<file path="config.mk">
export PLATFORM = sky130hd
export DESIGN_NAME = tcp_connection_handshake_fsm_top_flat
export DESIGN_NICKNAME = d
export VERILOG_FILES = /design/src/hw/rtl/tchs_pkg.sv /design/src/hw/rtl/tchs_if.sv /design/src/hw/rtl/tchs_cfg_regs.sv /design/src/hw/rtl/tchs_core.sv /design/src/hw/rtl/tchs_rsp_buf.sv /design/src/hw/rtl/tcp_connection_handshake_fsm_top.sv /design/src/flat_wrapper.sv
export SDC_FILE = /design/constraint.sdc
export NUM_CORES = 1
export LEC_CHECK = 0
export BUFFER_PORTS_ARGS = -buffer_cell sky130_fd_sc_hd__clkbuf_2
export CAP_MARGIN = 20
export CORE_MARGIN = 10
export CORE_UTILIZATION = 45
export CTS_CLUSTER_SIZE = 24
export DETAILED_ROUTE_END_ITERATION = 10
export SLEW_MARGIN = 25
export SYNTH_ARGS = -nofsm -noshare
export SYNTH_HDL_FRONTEND = slang
export SYNTH_SLANG_ARGS = --single-unit
export TNS_END_PERCENT = 50
</file>
<file path="constraint.sdc">
create_clock -name clk -period 5.23 [get_ports clk]
set_input_delay 1.046 -clock clk [delete_from_list [all_inputs] [get_ports clk]]
set_output_delay 1.046 -clock clk [all_outputs]
set_load 0.03 [all_outputs]
</file>
<file path="src/hw/rtl/tchs_pkg.sv">
// Package for the TCP connection handshake block: request, result and
// configuration types, register indexes and connection state codes.
// No dependencies.
`timescale 1ns / 1ps

package tchs_pkg;

    localparam int CFG_IDX_W  = 3;
    localparam int CFG_DATA_W = 32;
    localparam int STATE_W    = 3;

    localparam logic [CFG_IDX_W-1:0] CFG_PASSIVE_MODE        = 3'd0;
    localparam logic [CFG_IDX_W-1:0] CFG_LOCAL_ADDR          = 3'd1;
    localparam logic [CFG_IDX_W-1:0] CFG_REMOTE_ADDR         = 3'd2;
    localparam logic [CFG_IDX_W-1:0] CFG_LOCAL_PORT          = 3'd3;
    localparam logic [CFG_IDX_W-1:0] CFG_REMOTE_PORT         = 3'd4;
    localparam logic [CFG_IDX_W-1:0] CFG_INITIAL_SEND_SEQ    = 3'd5;
    localparam logic [CFG_IDX_W-1:0] CFG_INITIAL_RECV_WINDOW = 3'd6;

    localparam logic [STATE_W-1:0] ST_CLOSED   = 3'd0;
    localparam logic [STATE_W-1:0] ST_LISTEN   = 3'd1;
    localparam logic [STATE_W-1:0] ST_SYN_SENT = 3'd2;
    localparam logic [STATE_W-1:0] ST_SYN_RCVD = 3'd3;
    localparam logic [STATE_W-1:0] ST_ESTAB    = 3'd4;

    localparam logic REQ_SEGMENT = 1'b0;
    localparam logic REQ_OPEN    = 1'b1;

    typedef struct packed {
        logic        req_type;
        logic [31:0] seg_src_addr;
        logic [31:0] seg_dst_addr;
        logic [15:0] seg_src_port;
        logic [15:0] seg_dst_port;
        logic [31:0] seg_seq;
        logic [31:0] seg_ack;
        logic [15:0] seg_window;
        logic        seg_syn;
        logic        seg_ackflag;
        logic        seg_rst;
        logic [15:0] payload_len;
    } req_t;

    typedef struct packed {
        logic               send_valid;
        logic               tx_syn;
        logic               tx_ackflag;
        logic [31:0]        tx_seq;
        logic [31:0]        tx_ack;
        logic [15:0]        tx_window;
        logic [15:0]        tx_src_port;
        logic [15:0]        tx_dst_port;
        logic [STATE_W-1:0] conn_state;
        logic               payload_accepted;
    } rsp_t;

    typedef struct packed {
        logic        passive_mode;
        logic [31:0] local_addr;
        logic [31:0] remote_addr;
        logic [15:0] local_port;
        logic [15:0] remote_port;
        logic [31:0] initial_send_seq;
        logic [15:0] initial_recv_window;
    } cfg_t;

endpackage

</file>
<file path="src/hw/rtl/tchs_if.sv">
// Valid/ready channel interfaces for requests and results.
// Depends on tchs_pkg.
`timescale 1ns / 1ps

interface tchs_req_if import tchs_pkg::*; ();
    logic valid;
    logic ready;
    req_t payload;

    modport source (output valid, output payload, input ready);
    modport sink   (input valid, input payload, output ready);
endinterface

interface tchs_rsp_if import tchs_pkg::*; ();
    logic valid;
    logic ready;
    rsp_t payload;

    modport source (output valid, output payload, input ready);
    modport sink   (input valid, input payload, output ready);
endinterface

</file>
<file path="src/hw/rtl/tchs_cfg_regs.sv">
// Configuration register file of the TCP connection handshake block.
// Depends on tchs_pkg.
`timescale 1ns / 1ps

module tchs_cfg_regs import tchs_pkg::*; (
    input  logic                  clk,
    input  logic                  rst_n,
    input  logic                  cfg_we,
    input  logic [CFG_IDX_W-1:0]  cfg_index,
    input  logic [CFG_DATA_W-1:0] cfg_wdata,
    output cfg_t                  cfg
);

    cfg_t cfg_reg;
    cfg_t cfg_next;

    always_comb
    begin
        cfg_next = cfg_reg;
        if (cfg_we)
        begin
            case (cfg_index)
                CFG_PASSIVE_MODE:        cfg_next.passive_mode        = cfg_wdata[0];
                CFG_LOCAL_ADDR:          cfg_next.local_addr          = cfg_wdata;
                CFG_REMOTE_ADDR:         cfg_next.remote_addr         = cfg_wdata;
                CFG_LOCAL_PORT:          cfg_next.local_port          = cfg_wdata[15:0];
                CFG_REMOTE_PORT:         cfg_next.remote_port         = cfg_wdata[15:0];
                CFG_INITIAL_SEND_SEQ:    cfg_next.initial_send_seq    = cfg_wdata;
                CFG_INITIAL_RECV_WINDOW: cfg_next.initial_recv_window = cfg_wdata[15:0];
                default:                 cfg_next = cfg_reg;
            endcase
        end
    end

    always_ff @(posedge clk or negedge rst_n)
    begin
        if (!rst_n)
            cfg_reg <= '0;
        else
            cfg_reg <= cfg_next;
    end

    assign cfg = cfg_reg;

endmodule

</file>
<file path="src/hw/rtl/tchs_core.sv">
// Connection state machine: holds the sequence pointers and state code and
// forms the result of each accepted request. Depends on tchs_pkg.
`timescale 1ns / 1ps

module tchs_core import tchs_pkg::*; (
    input  logic clk,
    input  logic rst_n,
    input  cfg_t cfg,
    input  logic req_fire,
    input  req_t req,
    output rsp_t rsp
);

    logic [STATE_W-1:0] state_reg, state_next;
    logic [31:0]        send_next_reg, send_next_next;
    logic [31:0]        send_una_reg, send_una_next;
    logic [31:0]        recv_next_reg, recv_next_next;
    logic [15:0]        recv_win_reg, recv_win_next;

    logic [31:0] iss1;
    logic        addr_match;
    logic        hs_ack_ok;
    logic        accepted;

    assign iss1 = cfg.initial_send_seq + 32'd1;
    assign addr_match = (req.seg_src_addr == cfg.remote_addr) &&
                        (req.seg_dst_addr == cfg.local_addr) &&
                        (req.seg_src_port == cfg.remote_port) &&
                        (req.seg_dst_port == cfg.local_port);
    assign hs_ack_ok = (req.seg_ack == send_next_reg) && (req.seg_ack == iss1);

    always_comb
    begin
        state_next     = state_reg;
        send_next_next = send_next_reg;
        send_una_next  = send_una_reg;
        recv_next_next = recv_next_reg;
        recv_win_next  = recv_win_reg;
        accepted       = 1'b0;
        rsp            = '0;

        if (req.req_type == REQ_OPEN)
        begin
            if (state_reg == ST_CLOSED || state_reg > ST_ESTAB)
            begin
                recv_win_next = cfg.initial_recv_window;
                if (cfg.passive_mode)
                begin
                    state_next = ST_LISTEN;
                end
                else
                begin
                    send_una_next   = cfg.initial_send_seq;
                    send_next_next  = iss1;
                    rsp.send_valid  = 1'b1;
                    rsp.tx_syn      = 1'b1;
                    rsp.tx_seq      = cfg.initial_send_seq;
                    state_next      = ST_SYN_SENT;
                end
            end
        end
        else if (addr_match)
        begin
            case (state_reg)
                ST_LISTEN:
                begin
                    if (req.seg_syn)
                    begin
                        recv_next_next = req.seg_seq + 32'd1;
                        recv_win_next  = req.seg_window;
                        send_una_next  = cfg.initial_send_seq;
                        send_next_next = iss1;
                        rsp.send_valid = 1'b1;
                        rsp.tx_syn     = 1'b1;
                        rsp.tx_ackflag = 1'b1;
                        rsp.tx_seq     = cfg.initial_send_seq;
                        rsp.tx_ack     = recv_next_next;
                        state_next     = ST_SYN_RCVD;
                    end
                end
                ST_SYN_SENT:
                begin
                    if (req.seg_syn && req.seg_ackflag && hs_ack_ok)
                    begin
                        recv_next_next = req.seg_seq + 32'd1;
                        recv_win_next  = req.seg_window;
                        send_una_next  = req.seg_ack;
                        rsp.send_valid = 1'b1;
                        rsp.tx_ackflag = 1'b1;
                        rsp.tx_seq     = send_next_reg;
                        rsp.tx_ack     = recv_next_next;
                        state_next     = ST_ESTAB;
                    end
                end
                ST_SYN_RCVD:
                begin
                    if (req.seg_ackflag && hs_ack_ok)
                    begin
                        send_una_next = req.seg_ack;
                        state_next    = ST_ESTAB;
                    end
                end
                ST_ESTAB:
                begin
                    if (!req.seg_rst && !req.seg_syn && req.seg_ackflag)
                    begin
                        // plain unsigned window check, no wraparound
                        if (req.seg_ack >= send_una_reg && req.seg_ack <= send_next_reg)
                            send_una_next = req.seg_ack;
                        if (req.payload_len != 16'd0 && req.seg_seq == recv_next_reg)
                        begin
                            recv_next_next = recv_next_reg + {16'd0, req.payload_len};
                            accepted       = 1'b1;
                        end
                    end
                end
                default:
                begin
                    // closed (or an unused code): drop the segment
                    state_next = ST_CLOSED;
                end
            endcase
        end
        else if (state_reg > ST_ESTAB)
        begin
            state_next = ST_CLOSED;
        end

        if (rsp.send_valid)
        begin
            rsp.tx_window   = recv_win_next;
            rsp.tx_src_port = cfg.local_port;
            rsp.tx_dst_port = cfg.remote_port;
        end
        rsp.conn_state       = state_next;
        rsp.payload_accepted = accepted;
    end

    always_ff @(posedge clk or negedge rst_n)
    begin
        if (!rst_n)
        begin
            state_reg     <= ST_CLOSED;
            send_next_reg <= '0;
            send_una_reg  <= '0;
            recv_next_reg <= '0;
            recv_win_reg  <= '0;
        end
        else if (req_fire)
        begin
            state_reg     <= state_next;
            send_next_reg <= send_next_next;
            send_una_reg  <= send_una_next;
            recv_next_reg <= recv_next_next;
            recv_win_reg  <= recv_win_next;
        end
    end

endmodule

</file>
<file path="src/hw/rtl/tchs_rsp_buf.sv">
// Two-entry result buffer: registers each result and keeps accepting
// requests while one result waits on a stalled receiver. Depends on tchs_pkg.
`timescale 1ns / 1ps

module tchs_rsp_buf import tchs_pkg::*; (
    input  logic clk,
    input  logic rst_n,
    input  logic wr_en,
    input  rsp_t wr_data,
    output logic not_full,
    tchs_rsp_if.source rsp_ch
);

    rsp_t       entry_reg [2];
    logic       wr_ptr_reg, wr_ptr_next;
    logic       rd_ptr_reg, rd_ptr_next;
    logic [1:0] count_reg, count_next;
    logic       rd_en;

    assign rd_en          = rsp_ch.valid && rsp_ch.ready;
    assign rsp_ch.valid   = (count_reg != 2'd0);
    assign rsp_ch.payload = entry_reg[rd_ptr_reg];
    assign not_full       = (count_reg != 2'd2);

    always_comb
    begin
        wr_ptr_next = wr_ptr_reg ^ wr_en;
        rd_ptr_next = rd_ptr_reg ^ rd_en;
        count_next  = count_reg + {1'b0, wr_en} - {1'b0, rd_en};
    end

    always_ff @(posedge clk)
    begin
        if (wr_en)
            entry_reg[wr_ptr_reg] <= wr_data;
    end

    always_ff @(posedge clk or negedge rst_n)
    begin
        if (!rst_n)
        begin
            wr_ptr_reg <= 1'b0;
            rd_ptr_reg <= 1'b0;
            count_reg  <= 2'd0;
        end
        else
        begin
            wr_ptr_reg <= wr_ptr_next;
            rd_ptr_reg <= rd_ptr_next;
            count_reg  <= count_next;
        end
    end

endmodule

</file>
<file path="src/hw/rtl/tcp_connection_handshake_fsm_top.sv">
// Top level of the TCP connection handshake block.
// Depends on tchs_pkg, tchs_if, tchs_cfg_regs, tchs_core, tchs_rsp_buf.
//
// Usage:
//   req_ch carries one request per handshake: an open request or a received
//   segment header. rsp_ch returns exactly one result per request: an
//   optional SYN / SYN-ACK / ACK header, the connection state after the
//   request and the in-order payload flag.
//   cfg_we / cfg_index / cfg_wdata write the connection registers; write
//   them only while no request is outstanding.
// Results: each is registered and shown after any earlier one is taken.
// Throughput: one request per cycle unless the buffer is full; the state
//   update and header build are a single pass of compares and 32-bit adds
//   between the state registers and the two-entry result buffer.
// Reset: connection goes CLOSED, all pointers and registers clear, result
//   buffer empties.
// Stall: while rsp_ch.ready is low the buffer holds up to two results;
//   req_ch.ready drops only when both entries are full.
`timescale 1ns / 1ps

module tcp_connection_handshake_fsm_top import tchs_pkg::*; (
    input  logic                  clk,
    input  logic                  rst_n,
    input  logic                  cfg_we,
    input  logic [CFG_IDX_W-1:0]  cfg_index,
    input  logic [CFG_DATA_W-1:0] cfg_wdata,
    tchs_req_if.sink              req_ch,
    tchs_rsp_if.source            rsp_ch
);

    cfg_t cfg;
    rsp_t rsp;
    logic req_fire;
    logic buf_not_full;

    assign req_ch.ready = buf_not_full;
    assign req_fire     = req_ch.valid && buf_not_full;

    tchs_cfg_regs u_cfg (
        .clk       (clk),
        .rst_n     (rst_n),
        .cfg_we    (cfg_we),
        .cfg_index (cfg_index),
        .cfg_wdata (cfg_wdata),
        .cfg       (cfg)
    );

    tchs_core u_core (
        .clk      (clk),
        .rst_n    (rst_n),
        .cfg      (cfg),
        .req_fire (req_fire),
        .req      (req_ch.payload),
        .rsp      (rsp)
    );

    tchs_rsp_buf u_buf (
        .clk      (clk),
        .rst_n    (rst_n),
        .wr_en    (req_fire),
        .wr_data  (rsp),
        .not_full (buf_not_full),
        .rsp_ch   (rsp_ch)
    );

endmodule
</file>
<file path="src/flat_wrapper.sv">
// flat-port wrapper written by rule: the top's interface ports become plain ports
module tcp_connection_handshake_fsm_top_flat import tchs_pkg::*;
  (clk, rst_n, cfg_we, cfg_index, cfg_wdata, req_ch_valid, req_ch_payload, req_ch_ready, rsp_ch_valid, rsp_ch_payload, rsp_ch_ready);
  tchs_req_if req_ch_i ();
  tchs_rsp_if rsp_ch_i ();
  input  logic clk;
  input  logic rst_n;
  input  logic cfg_we;
  input  logic [CFG_IDX_W-1:0] cfg_index;
  input  logic [CFG_DATA_W-1:0] cfg_wdata;
  input wire logic [$bits(req_ch_i.valid)-1:0] req_ch_valid;
  input wire logic [$bits(req_ch_i.payload)-1:0] req_ch_payload;
  output wire logic [$bits(req_ch_i.ready)-1:0] req_ch_ready;
  output wire logic [$bits(rsp_ch_i.valid)-1:0] rsp_ch_valid;
  output wire logic [$bits(rsp_ch_i.payload)-1:0] rsp_ch_payload;
  input wire logic [$bits(rsp_ch_i.ready)-1:0] rsp_ch_ready;
  assign req_ch_i.valid = req_ch_valid;
  assign req_ch_i.payload = req_ch_payload;
  assign req_ch_ready = req_ch_i.ready;
  assign rsp_ch_valid = rsp_ch_i.valid;
  assign rsp_ch_payload = rsp_ch_i.payload;
  assign rsp_ch_i.ready = rsp_ch_ready;
  tcp_connection_handshake_fsm_top u_core (.clk(clk), .rst_n(rst_n), .cfg_we(cfg_we), .cfg_index(cfg_index), .cfg_wdata(cfg_wdata), .req_ch(req_ch_i), .rsp_ch(rsp_ch_i));
endmodule
</file>
# Word level (Yosys, flattened, before mapping)
# Memories as Yosys holds them, arrays and structs flattened.
# Cells that the tools add are included.
# totals
ff_bits	232
mem_bits_rw	238
in_bits	236
output_inout_bits	121
word_cells	129
n_memories	1
# memory_table
memory	words	width	read_ports	rd_ports_with_merged_regs	write_ports	line_no	text
u_core.u_buf.entry_reg	2	119	1	0	1	tchs_rsp_buf.sv:14	rsp_t entry_reg [2];
# classes
addsub	5
order_cmp	1
eq_ne	24
n_mux	49
bitwise_logic	3
n_reduce_logical	32
# op_table
operator	count
two-way mux 32 bit	14
== test 32 bit	5
two-way mux 67 bit	2
case mux 65 bit (2 select lines)	1
case mux 32 bit (3 select lines)	1
two-way mux 16 bit	5
two-way mux 65 bit	1
adder 32 x 1 -> 32 bit, second input constant	2
two-way mux 48 bit	1
adder 32 x 16 -> 32 bit	1
== test 16 bit	2
case mux 16 bit (2 select lines)	1
two-way mux 3 bit	7
nonzero test 16 bit	1
AND reduction 2 bit	7
== test 3 x 2 -> 1 bit, second input constant	4
== test 3 bit, second input constant	4
logical AND 1 bit	12
inequality test 2 bit, second input constant	6
case mux 3 bit (4 select lines)	1
two-way mux 1 bit	10
two-way mux 2 bit	4
AND reduction 8 bit	1
nonzero test 2 bit	4
other kinds (13)	17

# Longest topological paths before layout
# Gate-level depths: netlist of the first run.
# depth
ltp_word	9
depth_mapped	15
mapped_depth_nobuf	13

# Cells and area by module
# Synthesis of the first run repeated with hierarchy kept, for this count alone.
# unflattened
cells_unflattened	2057
hier_area_um2	25201.7
# modules_own_cells
mod	instances	cells_each	area_per_inst_um2	seq_area_each_um2
tchs_core	1	1355	10605.2	2077.0
tchs_rsp_buf	1	388	8829.7	7247.0
tchs_cfg_regs	1	313	5760.5	3628.5
tcp_connection_handshake_fsm_top	1	1	6.3	0.0

# Least setup slack after synthesis of the first run
# OpenSTA, ideal clock, no wires.
# synth_path
path_kind	input-to-reg
start	in req_ch_valid
end	mem u_core.u_buf.entry_reg[0][0] (netlist bit), enable pin
setup_ns	0.493
arrival_ns	4.520
t_required_ns	4.737
path_slack_ns	0.217
path_stages	4
path_buffers	1
path_cell_list	nand2_1 -> inv_1 -> clkbuf_1 -> ha_1
# synth_between
elab_chain_len	3
# synth_rtl
item	line_no	text
from (decl)	flat_wrapper.sv:11	input wire logic [$bits(req_ch_i.valid)-1:0] req_ch_valid;
logical AND 1 bit	tcp_connection_handshake_fsm_top.sv:37	assign req_fire = req_ch.valid && buf_not_full;
named net u_core.req_fire	tcp_connection_handshake_fsm_top.sv:33	logic req_fire;
two-way mux 1 bit	tchs_rsp_buf.sv:34	if (wr_en)
two-way mux 1 bit (implied by the code)	tchs_rsp_buf.sv:35	entry_reg[wr_ptr_reg] <= wr_data;
to (decl)	tchs_rsp_buf.sv:14	
# The timed path passes the listed nets, and every way through them passes these cells.

==> flow_summary.toml, run 1 <==
[pwr]
p_clk_share_pct = 25.8
p_leak_nw = 12.33
p_int_w = 0.008847
pwr-share-seq_pct = 38.9
switchingPower_w = 0.005355
peakVddDrop_mv = 0.4592
swShare_pct = 37.71
combPwrFrac_pct = 35.4
p_per_area_mw_per_mm2 = 465.7

[status]
outcome = "finished clean"

[clocking]
post-cts-setup-buffer-count = 0
clkSinkCount = 470
cts_resized = 0
clkTransAtPathRegs_ns = 0.06
cts_tree = "yes"
cts_made_buffers = 52
clk_latency_ns = 0.61
hold_buffers = 0
htreeDepth = 2
cts_root_buffer = "clkbuf_16"
cts_buffer_depth = 3

[timing]
tightest_slew_ns = 0.9899
relSlewSlack_pct = 33.79
grt_setup_unrepaired = "false"
fmax_ghz = 0.1999
period_minus_slack_ns = 5.003
tns_ns = 0
worst_slack_ns = 0.2267
drv_slew = 0
fin_crit_sh_pct = 95.67
setup_viol = 0
clock_skew_ns = 0.01790
finalHoldViolations = 0

[setup_path]
cp_slowest_cell = "nor4_1"
crit_type = "reg -> reg"
slowest_delay_ns = 0.58
start_kind = "register"
arrival_ns = 5.39
cp_max_fo = 11
required_ns = 5.62
crit_chain = "ha_1, nand3_1, nor4_1, xor3_1, a2111o_1, nand4b_1, or4b_4, nor4_4, buf_4, and2_1, a221oi_1, nor3_1"
crit_path_end_kind = "register"

[drt]
drt-vias-per-instance = 5.855
postRouteAntennaNets = 0
wl_per_cell_um = 25.24
drt_iter0_drc = 1483
wirelength_mm = 87.00
dr.pass1.iters = 5
drc = 0
via_count = 20180

[flow_run]
drv_cap = 0

[floorplanning]
num_rows = 87
ioPinCount = 357
dieArea_mm2 = 0.06753
die_w_um = 259.9
die_h_um = 259.9
start_util_pct = 45.65
core_mm2 = 0.05671

[global_route]
use_met3_pct = 4.290
grt_max_degree = 104
grt_overflow_total = 0
use_met2_pct = 42.10
grt.total_usage_pct = 25.05
grt_pass1_vias = 20340
antenna_found_initial = 9
gr-max-usage-layer = "met2"
grt_first_pass_wirelength_mm = 129.4
met1_usage_pct = 32.48

[synthesis]
netlist_area_mm2 = 0.02589
seq_area_frac_synth_pct = 50.03
syn-num-nets = 2562
ys.warnings.count = 0
synth.most_common_cell = "mux2_2"
synth-seq-cells = 470
synth_top_area_share_pct = 27.60
ys.flop_type = "edfxtp_1"
synth_edf_count = 238
synthCells = 2300
postSynthAreaPerCell_um2 = 11.26
synth_common_cells = "270 x mux2_2, 238 x edfxtp_1, 232 x dfrtp_1, 160 x nand2_1, 138 x a21oi_1"
synth.distinct_cells = 80
synthArstFlopShare_pct = 49.36
yosys.area.top_type = "edfxtp_1"
synth.area.top_cells = "edfxtp_1 28%, dfrtp_1 22%, mux2_2 12%"

[placed_design]
finalWeightedCongestion = 0.9379
place_ws_ns = 0.1739
place_inst = 3344
hpwl_mm = 63.70
port_buffers = 356

[min_path]
hold_class = "in -> async"

[final_layout]
fillers = 4956
drive_gt1_share_pct = 30.12
layoutNonFillerInstCount = 3447
area_delta_synth_final_pct = 17.78
nets = 2904
largest_register_ffs = 238
-- layout make-up --
class	count	area, µm²	area share, %
Clock inverter	25	224.0	0.7345
Timing Repair Buffer	427	2416	7.923
Tap cell	756	945.9	3.102
Multi-Input combinational cell	1645	12290	40.29
Clock buffer	73	1481	4.858
Inverter	46	172.7	0.5662
Antenna cell	5	12.51	0.04103
Sequential cell	470	12960	42.49
-- path summary, 6_finish.rpt --
| path | to | depth (start not counted) | slack (ns) | startpoint |
|---|---|---|---|---|
| setup / recovery | u_core.u_buf.entry_reg[0][48]$_DFFE_PP_ | 12 | 0.23 | u_core.u_cfg.cfg[17]$_DFFE_PN0P_ |
| hold / removal | u_core.u_core.send_next_reg[24]$_DFFE_PN0P_ | 1 | 0.51 | rst_n |
| setup reg to reg | u_core.u_buf.entry_reg[0][48]$_DFFE_PP_ | 12 | 0.23 | u_core.u_cfg.cfg[17]$_DFFE_PN0P_ |
| hold reg to reg | u_core.u_cfg.cfg[118]$_DFFE_PN0P_ | 1 | 0.53 | u_core.u_cfg.cfg[118]$_DFFE_PN0P_ |
| max in group asynchronous | u_core.u_cfg.cfg[10]$_DFFE_PN0P_ | 2 | 3.60 | rst_n |
| min in group clk | u_core.u_cfg.cfg[118]$_DFFE_PN0P_ | 1 | 0.53 | u_core.u_cfg.cfg[118]$_DFFE_PN0P_ |
-- layer usage --
| layer | up-vias | part of all wire [%] |
|---|---|---|
| met5 | - | 0.067 |
| met4 | 8 | 2.6 |
| met3 | 147 | 5.9 |
| met2 | 690 | 49 |
| met1 | 10150 | 42 |
| li1 | 9186 | - |
-- power groups by stage --
stage	Combinational, W	Sequential (W)	Clock [W]
2_1_floorplan	0.00351	0.00533	0
3_3_place_gp	0.00500	0.00554	0
3_5_place_dp	0.00505	0.00558	0
4_1_cts	0.00506	0.00551	0.00373
5_1_grt	0.00538	0.00561	0.00388
6_report	0.00502	0.00552	0.00366
-- through the flow --
| step | instance area, µm² | hold slack, ns | total power (W) | util [%] |
|---|---|---|---|---|
| after detailed placement | 28770 | 0.5168 | 0.01063 | 50.72 |
| after global routing | 30490 | 0.5421 | 0.01488 | 53.77 |
| final | 30490 | 0.5071 | 0.01420 | 53.77 |
| after floorplan | 25890 | 0.4941 | 0.008845 | - |
| after CTS | 30470 | 0.5288 | 0.01431 | 53.73 |
| after global placement | 28760 | 0.5094 | 0.01054 | 50.70 |
-- layout by cell type (no fill, tap or decap), types with 13 or more instances in the layout --
| cell type | synthesis | final |
|---|---|---|
| ha_1 | 25 | 22 |
| and2_1 | 13 | 13 |
| o21ai_0 | 65 | 65 |
| clkbuf_2 | 0 | 355 |
| dfrtp_1 | 232 | 231 |
| nand3_1 | 43 | 43 |
| and3_1 | 37 | 37 |
| a211o_1 | 17 | 17 |
| a221oi_1 | 26 | 26 |
| a22o_1 | 33 | 33 |
| nor2b_1 | 45 | 44 |
| nor2_1 | 127 | 126 |
| nand2b_1 | 29 | 29 |
| xnor2_1 | 134 | 134 |
| mux2_2 | 270 | 270 |
| inv_1 | 45 | 45 |
| edfxtp_1 | 238 | 238 |
| nor3_1 | 35 | 33 |
| buf_4 | 0 | 63 |
| xor2_1 | 115 | 115 |
| clkbuf_16 | 0 | 53 |
| a211oi_1 | 25 | 25 |
| nand4_1 | 54 | 54 |
| nand2_1 | 160 | 160 |
| mux2i_1 | 21 | 21 |
| o221ai_1 | 16 | 16 |
| nor4_1 | 43 | 43 |
| a21oi_1 | 138 | 138 |
-- logic make-up (layout without fill, tap and decap cells) --
| group | Yosys count | count (layout) | synth area share (%) |
|---|---|---|---|
| xor gates and xnor gates | 257 | 257 | 9.129 |
| other | 0 | 5 | 0 |
| buffers and inverters | 185 | 571 | 2.842 |
| DFF | 470 | 470 | 50.03 |
| AOI/OAI and AO/OA | 422 | 422 | 10.98 |
| muxes | 291 | 291 | 12.56 |
| and+or+nand+nor | 649 | 649 | 13.18 |
| adders and majority gates | 26 | 26 | 1.286 |
-- worst max-delay path: cells and delay by family, from the launching register on --
kind	cells	cell delay [ns]
buffers and inverters	1	0.26
AOI/OAI and AO/OA	2	0.57
and+or+nand+nor	7	2.91
xor gates and xnor gates	1	0.33
adders and majority gates	1	0.28
DFF	1	0.42
(Power assumes the default switching activity.)
==> run 2: changes to the inputs <==
--- a/config.mk
+++ b/config.mk
@@ -8,7 +8,7 @@
 export BUFFER_PORTS_ARGS = -buffer_cell sky130_fd_sc_hd__clkbuf_2
 export CAP_MARGIN = 20
 export CORE_MARGIN = 10
-export CORE_UTILIZATION = 45
+export CORE_UTILIZATION = 35
 export CTS_CLUSTER_SIZE = 24
 export DETAILED_ROUTE_END_ITERATION = 10
 export SLEW_MARGIN = 25
==> flow_summary.toml, run 2 (synthesized netlist as in run 1, its figures left out) <==
[setup_path]
crit_type = "reg -> reg"
required_ns = 5.64
start_kind = "register"
cp_max_fo = 32
setup.worst_path.start = "u_core.u_cfg.cfg[18]$_DFFE_PN0P_"
arrival_ns = 5.37
r2r_start = "u_core.u_cfg.cfg[18]$_DFFE_PN0P_"
crit_path_end_kind = "register"

[final_layout]
fillers = 7023
layoutNonFillerInstCount = 3652
nets = 2906
drive_gt1_share_pct = 30.73
multi_input_area_mm2 = 0.01228
area_delta_synth_final_pct = 19.99
mostFrequentLayoutCells = "355 x clkbuf_2, 270 x mux2_2, 238 x edfxtp_1, 231 x dfrtp_1, 160 x nand2_1"
seq_area_mm2 = 0.01296
mostFrequentLayoutCell = "clkbuf_2"
post-route-util_pct = 42.51
largest_register_ffs = 238

[floorplanning]
die_w_um = 292.0
core_mm2 = 0.07308
ioPinCount = 357
num_rows = 99
dieArea_mm2 = 0.08525
die_h_um = 292.0
start_util_pct = 35.43

[clocking]
cts_resized = 0
cts_root_buffer = "clkbuf_16"
cts_buffer_depth = 3
htreeDepth = 2
cts_tree = "yes"
clkSinkCount = 470
clk_latency_ns = 0.65
clkTransAtPathRegs_ns = 0.06
hold_buffers = 0
post-cts-setup-buffer-count = 0
cts_made_buffers = 55

[global_route]
grt_max_degree = 94
grt_overflow_total = 0
antenna_found_initial = 14
grt_pass1_vias = 20540
grt_first_pass_wirelength_mm = 134.0
grt.total_usage_pct = 20.54

[drt]
wirelength_mm = 91.53
dr.pass1.iters = 5
via_count = 20240
wl_per_cell_um = 25.06
drc = 0
postRouteAntennaNets = 0
drt_iter0_drc = 1747
drt-vias-per-instance = 5.542

[timing]
drv_slew = 0
setup_viol = 0
whs_ns = 0.4202
period_minus_slack_ns = 4.958
finalHoldViolations = 0
fmax_ghz = 0.2017
fin_crit_sh_pct = 94.79
grt_setup_unrepaired = "false"
tightest_slew_ns = 1.056
relSlewSlack_pct = 29.35
tns_ns = 0
clock_skew_ns = 0.06525

[pwr]
p_leak_nw = 12.45
peakVddDrop_mv = 0.3105
combPwrFrac_pct = 33.9
p_per_area_mw_per_mm2 = 477.2
p_int_w = 0.009239
swShare_pct = 37.67
pwr-share-seq_pct = 37.5
p_clk_share_pct = 28.7
p_total_w = 0.01482
switchingPower_w = 0.005585

[placed_design]
hpwl_mm = 66.86
finalWeightedCongestion = 0.9524
place_inst = 3546
port_buffers = 356

[status]
outcome = "finished clean"

[flow_run]
drv_cap = 0

[min_path]
hold_class = "in -> async"
[run 2: changes by cell type in the layout (fill, tap and decap cells not counted), moves of 3 or more]
cell,previous run,this run
buf_4,63,60
clkinvlp_4,0,6
clkbuf_8,8,4
clkinv_1,9,5
bufinv_16,3,10
diode_2,5,2
clkbuf_1,12,4
clkbuf_16,53,56
clkinv_2,8,11
[run 2: layer usage]
metal	share of wire, %	vias up	routed length [µm]	GRT usage (%)
met1	41	10080	37390	25.59
met4	2.7	24	2494	5.910
li1	-	9212	-	-
met5	0.19	-	170	0
met3	7.1	167	6472	4.895
met2	49	760	45010	34.98
[run 2: final timing paths]
| path | to | slack [ns] | cells past startpoint |
|---|---|---|---|
| max | u_core.u_buf.entry_reg[1][34]$_DFFE_PP_ | 0.27 | 13 |
| min | u_core.u_cfg.cfg[92]$_DFFE_PN0P_ | 0.42 | 1 |
| max reg2reg | u_core.u_buf.entry_reg[1][34]$_DFFE_PP_ | 0.27 | 13 |
| min reg2reg | u_core.u_cfg.cfg[122]$_DFFE_PN0P_ | 0.53 | 1 |
| max in group asynchronous | u_core.u_buf.rd_ptr_reg$_DFF_PN0_ | 3.70 | 2 |
| min in group clk | u_core.u_cfg.cfg[122]$_DFFE_PN0P_ | 0.53 | 1 |
[run 2: cell type report]
class	instances	share of cell area [%]
Tap cell	959	3.863
Clock inverter	40	1.748
Multi-Input combinational cell	1645	39.54
Timing Repair Buffer	426	7.834
Antenna cell	2	0.01611
Sequential cell	470	41.71
Clock buffer	64	4.737
Inverter	46	0.5558
[run 2: power by group through the flow]
stage / Sequential (W) / Clock (W) / Combinational, W
CTS: 0.00555 / 0.00432 / 0.00509
global route: 0.00564 / 0.00448 / 0.00540
finish: 0.00556 / 0.00425 / 0.00502
detailed placement: 0.00562 / 0 / 0.00506
floorplan: 0.00533 / 0 / 0.00351
global placement: 0.00557 / 0 / 0.00500
[run 2: per-stage QoR]
stage	instance area [µm²]	setup slack [ns]
after CTS	31050	0.2333
after floorplan	25890	0.2172
after detailed placement	29030	0.2906
final	31060	0.2724
after global placement	29020	0.4118
after global routing	31060	0.04317
[run 2: worst max-delay path, stage by stage, from the launching register on]
cell and delay [ns]:
dfrtp_1 0.56, nand4_1 0.43, nor3_1 0.74, buf_4 0.33
and2_1 0.20, xnor3_1 0.22, nand2_1 0.07, or4b_4 0.50
nor4_4 0.43, buf_12 0.19, nand2_2 0.06, o31a_2 0.51
buf_12 0.26, nor2b_1 0.20
